**src/hw/rtl/ffba_pkg.sv**
```systemverilog
// ----------------------------------------------------------------------------
// First-fit block allocator package
// Shared constants, opcodes, status codes and shared-unit operations.
// ----------------------------------------------------------------------------
package ffba_pkg;

  localparam int unsigned ARENA_WORDS_DEF = 1024;

  // header word and intermediate widths
  localparam int unsigned HDR_W  = 12;
  localparam int unsigned NEED_W = 13;

  // largest block size a header can hold
  localparam int unsigned HDR_MAX_SIZE = 4092;
  // bytes added to a rounded request or heap size
  localparam int unsigned BLK_PAD      = 20;

  localparam logic [HDR_W-1:0] HEAP_SIZE_RST = 12'd4072;
  localparam logic [HDR_W-1:0] SIZE_MASK     = 12'hFFC;
  localparam logic [HDR_W-1:0] ALIGN8_MASK   = 12'hFF8;
  localparam logic [HDR_W-1:0] ALLOC_FLAG    = 12'h001;

  typedef enum logic [1:0] {
    OP_ALLOC    = 2'd0,
    OP_FREE     = 2'd1,
    OP_COALESCE = 2'd2
  } opcode_e;

  typedef enum logic {
    ST_OK     = 1'b0,
    ST_NO_FIT = 1'b1
  } status_e;

  typedef enum logic {
    ALU_ADD = 1'b0,
    ALU_SUB = 1'b1
  } alu_op_e;

endpackage

```
**src/hw/rtl/ffba_alu.sv**
```systemverilog
// ----------------------------------------------------------------------------
// Allocator shared arithmetic unit
// One adder/subtractor; carry out doubles as the a >= b compare.
// ----------------------------------------------------------------------------
module ffba_alu #(
  parameter int unsigned WIDTH = 13
) (
  input  ffba_pkg::alu_op_e op_i,
  input  logic [WIDTH-1:0]  a_i,
  input  logic [WIDTH-1:0]  b_i,
  output logic [WIDTH-1:0]  sum_o,
  output logic              carry_o
);
  import ffba_pkg::*;

  logic [WIDTH-1:0] b_eff;
  logic             cin;
  logic [WIDTH:0]   full;

  assign cin   = (op_i == ALU_SUB);
  assign b_eff = cin ? ~b_i : b_i;
  assign full  = {1'b0, a_i} + {1'b0, b_eff} + {{WIDTH{1'b0}}, cin};

  assign sum_o   = full[WIDTH-1:0];
  assign carry_o = full[WIDTH];

endmodule

```
**config.mk**
```make
export PLATFORM = sky130hd
export DESIGN_NAME = ffba_alu
export DESIGN_NICKNAME = d
export VERILOG_FILES = /design/src/hw/rtl/ffba_pkg.sv /design/src/hw/rtl/ffba_alu.sv
export SDC_FILE = /design/constraint.sdc
export NUM_CORES = 1
export LEC_CHECK = 0
export BUFFER_PORTS_ARGS = -buffer_cell sky130_fd_sc_hd__buf_2
export CORE_MARGIN = 3
export CORE_UTILIZATION = 35
export DETAILED_ROUTE_END_ITERATION = 10
export GPL_ROUTABILITY_DRIVEN = 0
export PLACE_DENSITY_LB_ADDON = 0.15
export REMOVE_ABC_BUFFERS = 1
export SLEW_MARGIN = 20
export SYNTH_ARGS = -nofsm -noshare
export SYNTH_HDL_FRONTEND = slang
export SYNTH_SLANG_ARGS = --single-unit
export TNS_END_PERCENT = 100
```
**constraint.sdc**
```tcl
create_clock -name vclk -period 2.1
set_input_delay 0.105 -clock vclk [all_inputs]
set_output_delay 0.105 -clock vclk [all_outputs]
set_load 0.02 [all_outputs]
```
==> run summary <==
count of cell types in the netlist: 33
unrepaired setup endpoints after global routing: true
reported leakage power: 0.728 nW
max frequency: 471 MHz
sum of net half-perimeters after detailed placement: 2.12 mm
top post-synthesis cells by area: sky130_fd_sc_hd__ha_1, sky130_fd_sc_hd__xor2_1, sky130_fd_sc_hd__a21oi_1
max-cap violation count: 0
via total after detailed routing: 1085
warnings from Yosys: 0
pin count of the biggest net entering global routing: 10
post-synth top area share: 20.6%
normalized max-slew margin: 79.4%
ratio of final minimum period to clock period: 101%
ANT nets after route: 0
starting density of the core: 37.6%
cell area after synthesis: 848 um2
I/O pin total: 41
area leader, netlist: sky130_fd_sc_hd__ha_1
vias in the first global route: 1007
floorplan die width: 55.2 um
total global-route track usage: 15.9%
area overhead of the layout relative to synthesis: 74.6%
power density over cell area: 499 nW/um2
post-DR vias/cell: 5.05
count of cells along the worst hold path: 4
Slew Limit Fails: 0
Synth Instances: 116
full die area: 3050 um2
Buffers on Ports: 41
classification of the worst-slack hold path: input pin to primary output
Worst Path Arrival: 2020 ps
hold buffers post-CTS: 0
total inserted antenna cells: 0
Final min period: 2120 ps
Remaining Overflow, GRT: 0
area used by sequential logic in the layout: 0 um2
crit-path max FO: 2
number of standard cells in the layout, taps in and fillers out: 215
router iterations before antenna repair: 4
outcome: complete, but fails checks
fraction of final layout cells with drive strength greater than 1: 51.3%
setup slack of the critical path after layout: -23.6 ps
number of antenna violations at the first check in global routing: 0
drc violations: 0
core outline area: 2250 um2
most numerous cell in the Yosys netlist: sky130_fd_sc_hd__xor2_1
sort of element at the start of the critical path: input pin
DRC violation total after the first TritonRoute iteration: 20
number of nets in the final layout: 231
average instance area after synthesis: 7.31 um2
height of the die: 55.2 um
CLK BUF: 0
top post-synthesis cells by count: sky130_fd_sc_hd__xor2_1, sky130_fd_sc_hd__ha_1, sky130_fd_sc_hd__a21oi_1
hold slack final: 608 ps
category of the most critical setup path: input pin to primary output
sequential fraction of the synthesis area: 0%
IR Drop Worst-Case VDD: 0.000276 V
endpoints failing setup: 2
total instance count after detailed placement: 209
placed standard-cell area: 1280 um2
Worst Setup End Kind: primary output
area of all placed cells without fillers: 1480 um2
failing checks: setup timing
final count of hold timing violations: 0
number of cell rows: 17
CP Data Required Time: 2000 ps
global-route wire length before repair: 4.24 mm
average wire length per cell after detail routing: 12.8 um
seq_cells: 0
measured slew at the worst slew-check pin: 306 ps
final routed wirelength across all metal layers: 2.75 mm
==> layer usage <==
layer	GRT usage, %	vias up	wire (um)
li1	-	564	-
met1	20.5	495	1190
met2	30.7	26	1450
met3	0.701	0	109
met4	0	0	0
met5	0	-	0
==> report_power, final <==
part | internal, mW | switching (mW) | leakage, nW | total, mW
combinational | 0.358 | 0.381 | 0.728 | 0.739
sequential | 0 | 0 | 0 | 0
clock | 0 | 0 | 0 | 0
total | 0.358 | 0.381 | 0.728 | 0.739
==> metrics by stage <==
stage          TNS [ps]  setup WS, ps  total power [mW]  util [%]
3_3_place_gp       -299          -139             0.617      56.8
5_1_grt            -333          -155             0.803      65.7
2_1_floorplan     -4.70         -4.70             0.386         -
6_report          -28.9         -23.6             0.739      65.7
4_1_cts           -81.8         -53.4             0.677      60.6
3_5_place_dp       -415          -163             0.628      56.8
==> cells in the final DEF, fill, tap and decap left out, types with 2 or more instances in the layout <==
master,instances
sky130_fd_sc_hd__mux2i_1,2
sky130_fd_sc_hd__xor2_1,13
sky130_fd_sc_hd__a211oi_2,2
sky130_fd_sc_hd__or4b_1,2
sky130_fd_sc_hd__ha_1,10
sky130_fd_sc_hd__xor2_2,2
sky130_fd_sc_hd__o21ai_2,2
sky130_fd_sc_hd__o211ai_1,2
sky130_fd_sc_hd__nor2_1,9
sky130_fd_sc_hd__a21o_1,4
sky130_fd_sc_hd__buf_8,2
sky130_fd_sc_hd__o21a_1,2
sky130_fd_sc_hd__nor3_1,2
sky130_fd_sc_hd__o21ai_0,3
sky130_fd_sc_hd__inv_1,8
sky130_fd_sc_hd__buf_2,37
sky130_fd_sc_hd__nand2_1,4
sky130_fd_sc_hd__buf_6,2
sky130_fd_sc_hd__ha_4,3
sky130_fd_sc_hd__buf_4,34
sky130_fd_sc_hd__a21oi_1,10
sky130_fd_sc_hd__o21ai_1,3
sky130_fd_sc_hd__nand3_1,5
sky130_fd_sc_hd__a21oi_2,3
sky130_fd_sc_hd__nand4b_1,2
sky130_fd_sc_hd__xnor2_1,2
sky130_fd_sc_hd__a211oi_4,2
==> cell families (layout without fill, tap and decap cells) <==
kind of cell / after synthesis / count (layout) / synth area share [%]
simple gates: 31 / 31 / 19.2
xor+xnor: 17 / 17 / 17.6
fa+ha+maj: 15 / 15 / 23.0
buf+inv: 12 / 83 / 5.61
mux: 3 / 3 / 4.13
compound gates: 38 / 38 / 30.5
==> worst paths after layout <==
check | from | endpoint | slack [ps]
worst min-delay path | a_i[0] | sum_o[0] | 610
worst max-delay path | b_i[0] | sum_o[10] | -20
==> layout make-up <==
| type | count | area (um2) |
|---|---|---|
| well taps | 28 | 35.0 |
| inverters | 8 | 30.0 |
| multi-input cells | 104 | 923 |
| fillers | 208 | 773 |
| repair buffers | 75 | 493 |
==> timing repair <==
action,4_1_cts,5_1_grt
pin swaps,9,16
endpoints found under the setup margin,4,6
setup buffers,4,2
resized for setup,13,18
==> critical path, stage by stage <==
cell and delay (ps):
sky130_fd_sc_hd__buf_2 110, sky130_fd_sc_hd__mux2_4 310, sky130_fd_sc_hd__fa_2 360, sky130_fd_sc_hd__a21oi_2 170, sky130_fd_sc_hd__a2bb2oi_2 180, sky130_fd_sc_hd__a21oi_2 70, sky130_fd_sc_hd__or4b_1 460, sky130_fd_sc_hd__nand4b_1 100
sky130_fd_sc_hd__buf_4 140
No activity file was read; power rests on OpenSTA's default activity.
